### config.mk
export PLATFORM = sky130hd
export DESIGN_NAME = modular_exponentiation_unit
export DESIGN_NICKNAME = d
export VERILOG_FILES = /design/src/hw/rtl/mexp_pkg.sv /design/src/hw/rtl/mexp_mulmod.sv /design/src/hw/rtl/modular_exponentiation_unit.sv
export SDC_FILE = /design/constraint.sdc
export NUM_CORES = 1
export LEC_CHECK = 0
export ABC_AREA = 1
export BUFFER_PORTS_ARGS = -buffer_cell sky130_fd_sc_hd__buf_2
export CORE_MARGIN = 8
export CORE_UTILIZATION = 40
export CTS_CLUSTER_DIAMETER = 40
export DETAILED_ROUTE_END_ITERATION = 16
export PLACE_DENSITY_LB_ADDON = 0.15
export REMOVE_ABC_BUFFERS = 1
export SLEW_MARGIN = 20
export SYNTH_ARGS = -nofsm -noshare
export SYNTH_HDL_FRONTEND = slang
export SYNTH_SLANG_ARGS = --single-unit
### constraint.sdc
create_clock -name aclk -period 12.2 [get_ports aclk]
set_input_delay 2.44 -clock aclk [delete_from_list [all_inputs] [get_ports aclk]]
set_output_delay 2.44 -clock aclk [all_outputs]
set_load 0.02 [all_outputs]
### src/hw/rtl/mexp_pkg.sv
// ----------------------------------------------------------------------------
// mexp_pkg
// Shared types and constants of the modular exponentiation unit.
// ----------------------------------------------------------------------------
package mexp_pkg;

    localparam int CFG_ADDR_W = 1;

    localparam logic [CFG_ADDR_W-1:0] REG_EXPONENT = 1'b0;
    localparam logic [CFG_ADDR_W-1:0] REG_MODULUS  = 1'b1;

    typedef enum logic [2:0] {
        ST_IDLE,
        ST_REDUCE,
        ST_BIT,
        ST_MUL,
        ST_SQR,
        ST_DONE
    } mexp_state_t;

endpackage

### src/hw/rtl/mexp_mulmod.sv
// ----------------------------------------------------------------------------
// mexp_mulmod
// Interleaved shift-add modular multiplier, one bit of op_a per cycle.
// ----------------------------------------------------------------------------
module mexp_mulmod #(
    parameter int OPERAND_BITS = 31
) (
    input  logic                    aclk,
    input  logic                    aresetn,
    input  logic                    start,
    input  logic [OPERAND_BITS-1:0] op_a,
    input  logic [OPERAND_BITS-1:0] op_b,     // must not exceed modulus
    input  logic [OPERAND_BITS-1:0] modulus,  // nonzero
    output logic                    done,
    output logic [OPERAND_BITS-1:0] product
);

    localparam int CNT_W = $clog2(OPERAND_BITS + 1);
    localparam int SUM_W = OPERAND_BITS + 2;
    localparam int DIF_W = OPERAND_BITS + 3;

    logic [OPERAND_BITS-1:0] a_reg, a_next;
    logic [OPERAND_BITS-1:0] b_reg, b_next;
    logic [OPERAND_BITS-1:0] m_reg, m_next;
    logic [OPERAND_BITS-1:0] r_reg, r_next;
    logic [CNT_W-1:0]        cnt_reg, cnt_next;
    logic                    busy_reg, busy_next;
    logic                    done_reg, done_next;

    logic [SUM_W-1:0]        sum;
    logic [DIF_W-1:0]        dif1;
    logic [DIF_W-1:0]        dif2;
    logic [OPERAND_BITS-1:0] r_step;

    // r < m and b <= m keep 2r + b below 3m, so at most two subtractions
    always_comb begin
        sum  = {1'b0, r_reg, 1'b0}
             + (a_reg[OPERAND_BITS-1] ? SUM_W'(b_reg) : SUM_W'(0));
        dif1 = {1'b0, sum} - DIF_W'(m_reg);
        dif2 = {1'b0, sum} - DIF_W'({m_reg, 1'b0});
        if (!dif2[DIF_W-1]) begin
            r_step = dif2[OPERAND_BITS-1:0];
        end else if (!dif1[DIF_W-1]) begin
            r_step = dif1[OPERAND_BITS-1:0];
        end else begin
            r_step = sum[OPERAND_BITS-1:0];
        end
    end

    always_comb begin
        a_next    = a_reg;
        b_next    = b_reg;
        m_next    = m_reg;
        r_next    = r_reg;
        cnt_next  = cnt_reg;
        busy_next = busy_reg;
        done_next = 1'b0;
        if (start) begin
            a_next    = op_a;
            b_next    = op_b;
            m_next    = modulus;
            r_next    = '0;
            cnt_next  = CNT_W'(OPERAND_BITS);
            busy_next = 1'b1;
        end else if (busy_reg) begin
            a_next   = {a_reg[OPERAND_BITS-2:0], 1'b0};
            r_next   = r_step;
            cnt_next = cnt_reg - CNT_W'(1);
            if (cnt_reg == CNT_W'(1)) begin
                busy_next = 1'b0;
                done_next = 1'b1;
            end
        end
    end

    always_ff @(posedge aclk) begin
        if (!aresetn) begin
            busy_reg <= 1'b0;
            done_reg <= 1'b0;
            cnt_reg  <= '0;
        end else begin
            busy_reg <= busy_next;
            done_reg <= done_next;
            cnt_reg  <= cnt_next;
        end
        a_reg <= a_next;
        b_reg <= b_next;
        m_reg <= m_next;
        r_reg <= r_next;
    end

    assign done    = done_reg;
    assign product = r_reg;

endmodule

### src/hw/rtl/modular_exponentiation_unit.sv
// ----------------------------------------------------------------------------
// modular_exponentiation_unit
// message ^ exponent mod modulus by right-to-left square-and-multiply.
// ----------------------------------------------------------------------------
//  channel   direction  transaction
//  s_*       in         message (OPERAND_BITS bits, unsigned)
//  m_*       out        result  (OPERAND_BITS bits, unsigned)
//  cfg_*     in         register write: 0 exponent, 1 modulus
//
//  one message at a time; the shift-add multiplier does one initial reduction,
//  then a multiply per set exponent bit and a square per exponent bit below
//  the top one; a zero exponent or modulus skips the multiplier
//  synchronous active-low reset; no clearing pass
//  s_tready is high only while idle; a result waits in the output register
//  and the next message is taken while it is held
// ----------------------------------------------------------------------------
module modular_exponentiation_unit #(
    parameter int OPERAND_BITS = 31
) (
    input  logic                              aclk,
    input  logic                              aresetn,

    input  logic                              s_tvalid,
    output logic                              s_tready,
    input  logic [((OPERAND_BITS+7)/8)*8-1:0] s_tdata,   // [OPERAND_BITS-1:0] message

    output logic                              m_tvalid,
    input  logic                              m_tready,
    output logic [((OPERAND_BITS+7)/8)*8-1:0] m_tdata,   // [OPERAND_BITS-1:0] result

    input  logic                              cfg_wr_en,
    input  logic [mexp_pkg::CFG_ADDR_W-1:0]   cfg_addr,
    input  logic [OPERAND_BITS-1:0]           cfg_wdata
);

    localparam int TDATA_W = ((OPERAND_BITS + 7) / 8) * 8;
    localparam logic [OPERAND_BITS-1:0] ONE = OPERAND_BITS'(1);

    mexp_pkg::mexp_state_t state_reg, state_next;

    logic [OPERAND_BITS-1:0] exponent_reg;
    logic [OPERAND_BITS-1:0] modulus_reg;
    logic [OPERAND_BITS-1:0] exp_reg, exp_next;
    logic [OPERAND_BITS-1:0] acc_reg, acc_next;
    logic [OPERAND_BITS-1:0] sq_reg, sq_next;
    logic                    m_tvalid_reg, m_tvalid_next;
    logic [OPERAND_BITS-1:0] m_data_reg, m_data_next;

    logic                    mm_start;
    logic [OPERAND_BITS-1:0] mm_a;
    logic [OPERAND_BITS-1:0] mm_b;
    logic                    mm_done;
    logic [OPERAND_BITS-1:0] mm_product;

    logic                    out_free;
    logic                    exp_upper_zero;

    assign out_free       = !m_tvalid_reg || m_tready;
    assign exp_upper_zero = (exp_reg[OPERAND_BITS-1:1] == '0);

    // configuration registers
    always_ff @(posedge aclk) begin
        if (!aresetn) begin
            exponent_reg <= OPERAND_BITS'(65537);
            modulus_reg  <= ONE;
        end else if (cfg_wr_en) begin
            case (cfg_addr)
                mexp_pkg::REG_EXPONENT: exponent_reg <= cfg_wdata;
                mexp_pkg::REG_MODULUS:  modulus_reg  <= cfg_wdata;
                default: ;
            endcase
        end
    end

    mexp_mulmod #(
        .OPERAND_BITS(OPERAND_BITS)
    ) u_mulmod (
        .aclk    (aclk),
        .aresetn (aresetn),
        .start   (mm_start),
        .op_a    (mm_a),
        .op_b    (mm_b),
        .modulus (modulus_reg),
        .done    (mm_done),
        .product (mm_product)
    );

    // next state
    always_comb begin
        state_next = state_reg;
        case (state_reg)
            mexp_pkg::ST_IDLE: begin
                if (s_tvalid) begin
                    if (exponent_reg == '0 || modulus_reg == '0) begin
                        state_next = mexp_pkg::ST_DONE;
                    end else begin
                        state_next = mexp_pkg::ST_REDUCE;
                    end
                end
            end
            mexp_pkg::ST_REDUCE: begin
                if (mm_done) begin
                    state_next = mexp_pkg::ST_BIT;
                end
            end
            mexp_pkg::ST_BIT: begin
                if (exp_reg == '0) begin
                    state_next = mexp_pkg::ST_DONE;
                end else if (exp_reg[0]) begin
                    state_next = mexp_pkg::ST_MUL;
                end else begin
                    state_next = mexp_pkg::ST_SQR;
                end
            end
            mexp_pkg::ST_MUL: begin
                if (mm_done) begin
                    state_next = exp_upper_zero ? mexp_pkg::ST_DONE : mexp_pkg::ST_SQR;
                end
            end
            mexp_pkg::ST_SQR: begin
                if (mm_done) begin
                    state_next = mexp_pkg::ST_BIT;
                end
            end
            mexp_pkg::ST_DONE: begin
                if (out_free) begin
                    state_next = mexp_pkg::ST_IDLE;
                end
            end
            default: state_next = mexp_pkg::ST_IDLE;
        endcase
    end

    // datapath control
    always_comb begin
        mm_start      = 1'b0;
        mm_a          = sq_reg;
        mm_b          = sq_reg;
        exp_next      = exp_reg;
        acc_next      = acc_reg;
        sq_next       = sq_reg;
        m_data_next   = m_data_reg;
        m_tvalid_next = m_tvalid_reg && !m_tready;
        s_tready      = 1'b0;
        case (state_reg)
            mexp_pkg::ST_IDLE: begin
                s_tready = 1'b1;
                if (s_tvalid) begin
                    exp_next = exponent_reg;
                    if (exponent_reg == '0) begin
                        acc_next = ONE;
                    end else if (modulus_reg == '0) begin
                        acc_next = '0;
                    end else begin
                        // message mod modulus as message * 1
                        mm_start = 1'b1;
                        mm_a     = s_tdata[OPERAND_BITS-1:0];
                        mm_b     = ONE;
                    end
                end
            end
            mexp_pkg::ST_REDUCE: begin
                if (mm_done) begin
                    sq_next  = mm_product;
                    acc_next = (modulus_reg == ONE) ? '0 : ONE;
                end
            end
            mexp_pkg::ST_BIT: begin
                if (exp_reg != '0) begin
                    mm_start = 1'b1;
                    if (exp_reg[0]) begin
                        mm_a = acc_reg;
                    end
                end
            end
            mexp_pkg::ST_MUL: begin
                if (mm_done) begin
                    acc_next = mm_product;
                    // no square needed after the top exponent bit
                    if (!exp_upper_zero) begin
                        mm_start = 1'b1;
                    end
                end
            end
            mexp_pkg::ST_SQR: begin
                if (mm_done) begin
                    sq_next  = mm_product;
                    exp_next = exp_reg >> 1;
                end
            end
            mexp_pkg::ST_DONE: begin
                if (out_free) begin
                    m_data_next   = acc_reg;
                    m_tvalid_next = 1'b1;
                end
            end
            default: ;
        endcase
    end

    always_ff @(posedge aclk) begin
        if (!aresetn) begin
            state_reg    <= mexp_pkg::ST_IDLE;
            m_tvalid_reg <= 1'b0;
        end else begin
            state_reg    <= state_next;
            m_tvalid_reg <= m_tvalid_next;
        end
        exp_reg    <= exp_next;
        acc_reg    <= acc_next;
        sq_reg     <= sq_next;
        m_data_reg <= m_data_next;
    end

    assign m_tvalid = m_tvalid_reg;
    assign m_tdata  = TDATA_W'(m_data_reg);

endmodule
-- Word-level counts from Yosys, hierarchy flattened
Index checks and enable logic that the tools add are counted.
Widths: inputs -> output; s select.
- eq/ne operators: 14
- add/subtract/negate cells: 4
- mux-type cells: 50
- reduce and logical (&&, ||, !) cells: 23
- bitwise operators: 3
- operators by type and width (operator ; number):
    $mux 31 ; 21
    $pmux 31 s2 ; 2
    $logic_not 31->1 ; 3
    $pmux 31 s3 ; 1
    $sub 33x31->34 ; 1
    $sub 33x32->34 ; 1
    $add 32x33->33 ; 1
    $eq 31x1->1 const B ; 1
    $reduce_bool 31->1 ; 1
    $logic_not 30->1 ; 1
    $mux 3 ; 7
    $mux 1 ; 15
    $pmux 3 s5 ; 1
    $mux 5 ; 2
    $ne 2x1->1 const B ; 4
    $reduce_and 2->1 ; 4
    $eq 3x2->1 const B ; 2
    $eq 3x3->1 const B ; 2
    $eq 5x1->1 const B ; 1
    $reduce_and 5->1 ; 1
    $sub 5x1->5 const B ; 1
    $ne 2x2->1 const B ; 2
    $reduce_and 4->1 ; 1
    $reduce_bool 2->1 ; 2
    other kinds (12) ; 16
- register bits: 321
- logic and storage cells: 109
- output and inout bits: 34

-- Longest topological paths before layout
- depth after elaboration: 6
- depth in mapped cells: 34
- mapped depth without buffers: 32

-- Cells and area by module
Synthesis repeated with hierarchy kept, for this count alone.
- cells, all modules: 2799
- area total of the unflattened synthesis: 20520.9 um2
- modules (own cells, without submodules) (module ; seq. area each (um2) ; times used ; area an instance (um2) ; cells an instance):
    mexp_mulmod ; 3553.4 ; 1 ; 11693.7 ; 1772
    modular_exponentiation_unit ; 5044.8 ; 1 ; 8827.2 ; 1027

-- Least setup slack after synthesis
No wires, ideal clock.
- path kind: input-to-reg
- from: in s_tvalid
- to: reg acc_reg[0] (enable)
- slack: 6.826 ns
- stages on the path: 2
- required time: 11.730 ns
- setup time: 0.470 ns
- data arrival time: 4.903 ns
- cell sequence: o21ai_0 a221oi_1
- longest elaborated chain between the ends: 2
- ends and longest elaborated chain (item ; line ; source):
    from (decl) ; modular_exponentiation_unit.sv:23 ; input logic s_tvalid,
    $ne 2x2->1 (no source line) ; -- ;
    $reduce_and 5->1 (no source line) ; -- ;
    to (signal assigned) ; modular_exponentiation_unit.sv:210 ; acc_reg <= acc_next;
    to (decl) ; modular_exponentiation_unit.sv:44 ; logic [OPERAND_BITS-1:0] acc_reg, acc_next;
No other way between the ends.
A chain may end at the register's enable or synchronous reset.

-- Final worst setup path
- from: reg u_mulmod.a_reg[30]
- to: reg u_mulmod.r_reg[23], in the netlist u_mulmod.product[23]
- longest elaborated chain between the ends: 5
- elaborated cells between the ends (all ways): 6
- those cells by class: 3 x add/sub; 3 x mux
- ends and longest elaborated chain (item ; line ; source):
    from (decl) ; mexp_mulmod.sv:22 ; logic [OPERAND_BITS-1:0] a_reg, a_next;
    from (signal assigned) ; mexp_mulmod.sv:86 ; a_reg <= a_next;
    $mux 31 * ; mexp_mulmod.sv:38 ; + (a_reg[OPERAND_BITS-1] ? SUM_W'(b_reg) : SUM_W'(0));
    $add 32x33->33 * ; mexp_mulmod.sv:38 ;
    $sub 33x31->34 ; mexp_mulmod.sv:39 ; dif1 = {1'b0, sum} - DIF_W'(m_reg);
    $mux 31 ; mexp_mulmod.sv:43 ; end else if (!dif1[DIF_W-1]) begin
    $mux 31 * ; mexp_mulmod.sv:41 ; if (!dif2[DIF_W-1]) begin
    to (signal assigned) ; mexp_mulmod.sv:89 ; r_reg <= r_next;
    to (decl) ; mexp_mulmod.sv:25 ; logic [OPERAND_BITS-1:0] r_reg, r_next;
Mark *: on every way between the ends. The rest lies on a longest branch, timed or not.

==> flow_summary.json <==
{
  "outcome": "completed",
  "io_buffers": 100,
  "register_area_sq_mm": 0.00860,
  "setup_tns_ns": 0,
  "ctsRootBufferMaster": "sky130_fd_sc_hd__clkbuf_16",
  "io-pin-count": 103,
  "drt-wirelength-per-cell_um": 18.3,
  "critPathCaptureType": "flop",
  "post_cts_hold_buffer_count": 0,
  "grt_antenna_before_repair": 0,
  "rsz_0062_raised_after_global_routing": "no",
  "grt_first_pass_wirelength_um": 101000,
  "reg2reg_depth": 27,
  "maxSlewHeadroom_pct": 28.5,
  "cp_data_required_time_ns": 12.67,
  "r2r_slack_ns": 6.39,
  "fmax_mhz": 172,
  "antenna_cells": 0,
  "yosys_most_used_dff": "sky130_fd_sc_hd__edfxtp_1",
  "clock_sinks": 321,
  "yosys.cell_types.count": 49,
  "gr-usage-all-layers_pct": 22.3,
  "route.vias.total": 17800,
  "ant_nets": 0,
  "timing_worst_slew_pin_value_ns": 1.07,
  "die-area_sq_mm": 0.0577,
  "grt_pass1_vias": 17900,
  "number_of_fill_cells_in_the_layout": 5229,
  "grt_start_max_net_pins": 71,
  "num-nets-final": 2965,
  "finalSetupViolCount": 0,
  "final_core_utilization_pct": 45.8,
  "syn_to_final_growth_pct": 13.6,
  "cp-start-kind": "flop",
  "critical_path.endpoint": "u_mulmod.product[23]",
  "path_class": "flop to flop",
  "min_period_ns": 5.81,
  "worstHoldPathType": "flop to flop",
  "crit_fanout": 43,
  "place.gp.congestion": 0.927,
  "timing.final.hold_violations": 0,
  "synth.avg_cell_area_sq_um": 7.40,
  "postSynthRegisterBits": 321,
  "clkLatencyLatePin_ns": 0.59,
  "final_layout_size_suffix_gt1_share_pct": 9.06,
  "cts.reportedPaths.clkPinSlew_ns": 0.06,
  "slew_violations": 0,
  "yosysSeqAreaShare_pct": 42.8,
  "tritoncts.num_buffers": 47,
  "die_y_um": 240,
  "worst_ep_arrival_time_ns": 6.28,
  "cts_repair_resized_insts": 0,
  "drt_pass1_iterations": 5,
  "drtIter0Drc": 1306,
  "syn_area_sq_mm": 0.0201,
  "max_cap_viol_count": 0,
  "placement_row_count": 82,
  "multi_input_area_sq_mm": 0.00962,
  "critical_path.reg2reg.startpoint": "u_mulmod.a_reg[30]",
  "synth_cells": 2716,
  "synth.yosys.warnings": 0,
  "core-area_sq_mm": 0.0499,
  "route.final.wire_length_um": 64200,
  "chipWidth_um": 240,
  "timing.final.crit_share_pct": 47.6,
  "initial_core_util_pct": 40.3,
  "clockBufferDepth": 3,
  "drt-vias-per-instance": 5.08,
  "finalClockSkew_ns": 0.0168,
  "tritoncts": "yes",
  "hpwlAfterDp_um": 50400,
  "remaining_drc_errors": 0,
  "preCtsSetupSlack_ns": 6.47,
  "startpoint": "u_mulmod.a_reg[30]",
  "fraction_of_registers_with_async_set_or_reset_after_synthesis_pct": 0,
  "layout_setup_ws_ns": 6.39,
  "setup_buffers_after_cts": 0,
  "total_grt_overflow": 0,
  "ctsHtreeMaxLevel": 2,
  "synth_edf_count": 217,
  "critical_path.reg2reg.endpoint": "u_mulmod.product[23]"
}
[worst min-delay path by stage]
stage | cells past startpoint | slack [ns] | to | from
after floorplan | 0 | 0.41 | u_mulmod.m_reg[16] | modulus_reg[16]
after global placement | 0 | 0.41 | u_mulmod.m_reg[18] | modulus_reg[18]
after detailed placement | 0 | 0.42 | u_mulmod.m_reg[17] | modulus_reg[17]
after CTS | 0 | 0.43 | u_mulmod.m_reg[17] | modulus_reg[17]
after global routing | 0 | 0.44 | u_mulmod.m_reg[17] | modulus_reg[17]
final | 0 | 0.43 | u_mulmod.m_reg[17] | modulus_reg[17]
[cells by family (layout without fill, tap and decap cells)]
family,Yosys count,in the layout,share of synthesized area [%]
buffers and inverters,490,611,9.63
AOI/OAI and AO/OA,449,449,12.1
other,1,1,0.0186
adders and majority gates,97,97,6.15
DFF,321,321,42.8
xor gates and xnor gates,53,53,2.31
and+or+nand+nor,1305,1305,27.1
[critical path: stages, from the launching register on]
cell and delay (ns):
sky130_fd_sc_hd__edfxtp_1 0.32, sky130_fd_sc_hd__buf_4 0.34, sky130_fd_sc_hd__nand2_1 0.10, sky130_fd_sc_hd__inv_1 0.07, sky130_fd_sc_hd__ha_1 0.18, sky130_fd_sc_hd__inv_1 0.06
sky130_fd_sc_hd__fa_1 0.40, sky130_fd_sc_hd__inv_1 0.10, sky130_fd_sc_hd__nand3_1 0.07, sky130_fd_sc_hd__nand3_1 0.11, sky130_fd_sc_hd__nand3_1 0.09, sky130_fd_sc_hd__nand2_1 0.18
sky130_fd_sc_hd__nand2_1 0.07, sky130_fd_sc_hd__nand2_1 0.19, sky130_fd_sc_hd__xor2_1 0.44, sky130_fd_sc_hd__inv_1 0.14, sky130_fd_sc_hd__ha_1 0.37, sky130_fd_sc_hd__nand2_1 0.11
sky130_fd_sc_hd__nor2_1 0.33, sky130_fd_sc_hd__nand2_1 0.09, sky130_fd_sc_hd__nor2_1 0.11, sky130_fd_sc_hd__nand2_1 0.07, sky130_fd_sc_hd__nand2_2 0.15, sky130_fd_sc_hd__nand2_2 0.31
sky130_fd_sc_hd__nand3_4 0.59, sky130_fd_sc_hd__nand3_1 0.40, sky130_fd_sc_hd__nand3_1 0.17, sky130_fd_sc_hd__a21oi_1 0.07
[cells in the final DEF (no fill, tap or decap), types with 15 or more instances in the layout]
cell	netlist	routed
sky130_fd_sc_hd__a22oi_1	28	28
sky130_fd_sc_hd__a21oi_1	154	153
sky130_fd_sc_hd__o21ai_0	212	212
sky130_fd_sc_hd__nand2_1	614	614
sky130_fd_sc_hd__nand4_1	48	48
sky130_fd_sc_hd__nor3_1	20	20
sky130_fd_sc_hd__inv_1	396	394
sky130_fd_sc_hd__nand3_1	109	109
sky130_fd_sc_hd__clkbuf_16	0	48
sky130_fd_sc_hd__o21bai_1	15	15
sky130_fd_sc_hd__buf_4	4	17
sky130_fd_sc_hd__ha_1	94	94
sky130_fd_sc_hd__xnor2_1	18	18
sky130_fd_sc_hd__edfxtp_1	217	217
sky130_fd_sc_hd__nor2_1	439	434
sky130_fd_sc_hd__dfxtp_1	104	103
sky130_fd_sc_hd__xor2_1	35	35
sky130_fd_sc_hd__buf_2	15	100
[synthesized netlist by cell type (2+ instances only)]
| library cell | instances | share of area (%) |
|---|---|---|
| sky130_fd_sc_hd__a21boi_0 | 5 | 0.19 |
| sky130_fd_sc_hd__a21o_1 | 11 | 0.41 |
| sky130_fd_sc_hd__a21oi_1 | 154 | 3.8 |
| sky130_fd_sc_hd__a21oi_2 | 2 | 0.087 |
| sky130_fd_sc_hd__a221oi_1 | 2 | 0.087 |
| sky130_fd_sc_hd__a22oi_1 | 28 | 1.0 |
| sky130_fd_sc_hd__and2_1 | 4 | 0.12 |
| sky130_fd_sc_hd__and3_1 | 2 | 0.062 |
| sky130_fd_sc_hd__buf_1 | 6 | 0.11 |
| sky130_fd_sc_hd__buf_2 | 15 | 0.37 |
| sky130_fd_sc_hd__buf_4 | 4 | 0.15 |
| sky130_fd_sc_hd__buf_6 | 7 | 0.39 |
| sky130_fd_sc_hd__clkbuf_1 | 50 | 0.93 |
| sky130_fd_sc_hd__clkinv_1 | 2 | 0.037 |
| sky130_fd_sc_hd__dfxtp_1 | 104 | 10 |
| sky130_fd_sc_hd__edfxtp_1 | 217 | 32 |
| sky130_fd_sc_hd__fa_1 | 3 | 0.30 |
| sky130_fd_sc_hd__ha_1 | 94 | 5.8 |
| sky130_fd_sc_hd__inv_1 | 396 | 7.4 |
| sky130_fd_sc_hd__inv_2 | 9 | 0.17 |
| sky130_fd_sc_hd__nand2_1 | 614 | 11 |
| sky130_fd_sc_hd__nand2_2 | 13 | 0.40 |
| sky130_fd_sc_hd__nand3_1 | 109 | 2.7 |
| sky130_fd_sc_hd__nand3_2 | 6 | 0.30 |
| sky130_fd_sc_hd__nand3b_1 | 11 | 0.41 |
| sky130_fd_sc_hd__nand4_1 | 48 | 1.5 |
| sky130_fd_sc_hd__nor2_1 | 439 | 8.2 |
| sky130_fd_sc_hd__nor2_2 | 7 | 0.22 |
| sky130_fd_sc_hd__nor2_4 | 3 | 0.17 |
| sky130_fd_sc_hd__nor3_1 | 20 | 0.50 |
| sky130_fd_sc_hd__nor4_1 | 11 | 0.34 |
| sky130_fd_sc_hd__o211ai_1 | 3 | 0.11 |
| sky130_fd_sc_hd__o21ai_0 | 212 | 5.3 |
| sky130_fd_sc_hd__o21ai_1 | 14 | 0.35 |
| sky130_fd_sc_hd__o21bai_1 | 15 | 0.56 |
| sky130_fd_sc_hd__or2_1 | 4 | 0.12 |
| sky130_fd_sc_hd__or2_2 | 9 | 0.28 |
| sky130_fd_sc_hd__xnor2_1 | 18 | 0.78 |
| sky130_fd_sc_hd__xor2_1 | 35 | 1.5 |
[routing by layer]
layer  track usage (%)  wire, um
met1              29.4     29300
met2              38.3     30800
met3              2.65      2610
met4              5.81      1530
met5                 0         0
[area by class of cell]
class	instances	area share [%]
clock buffer	50	5.29
clock inverter	37	1.85
inverter	407	6.69
multi-input combinational	1905	42.1
sequential	321	37.6
tap	672	3.68
timing repair buffer	117	2.75
[per-stage QoR]
step           cell area, sq um  hold slack (ns)  std cells
4_1_cts                   22800            0.430       3509
5_1_grt                   22800            0.444       3509
6_report                  22800            0.430       3509
3_3_place_gp              21200            0.414       3422
3_5_place_dp              21200            0.418       3422
2_1_floorplan             19700            0.408       2633
Power is not shown: default switching activity piles up to over one toggle a cycle in this logic, so the estimate is an artifact.
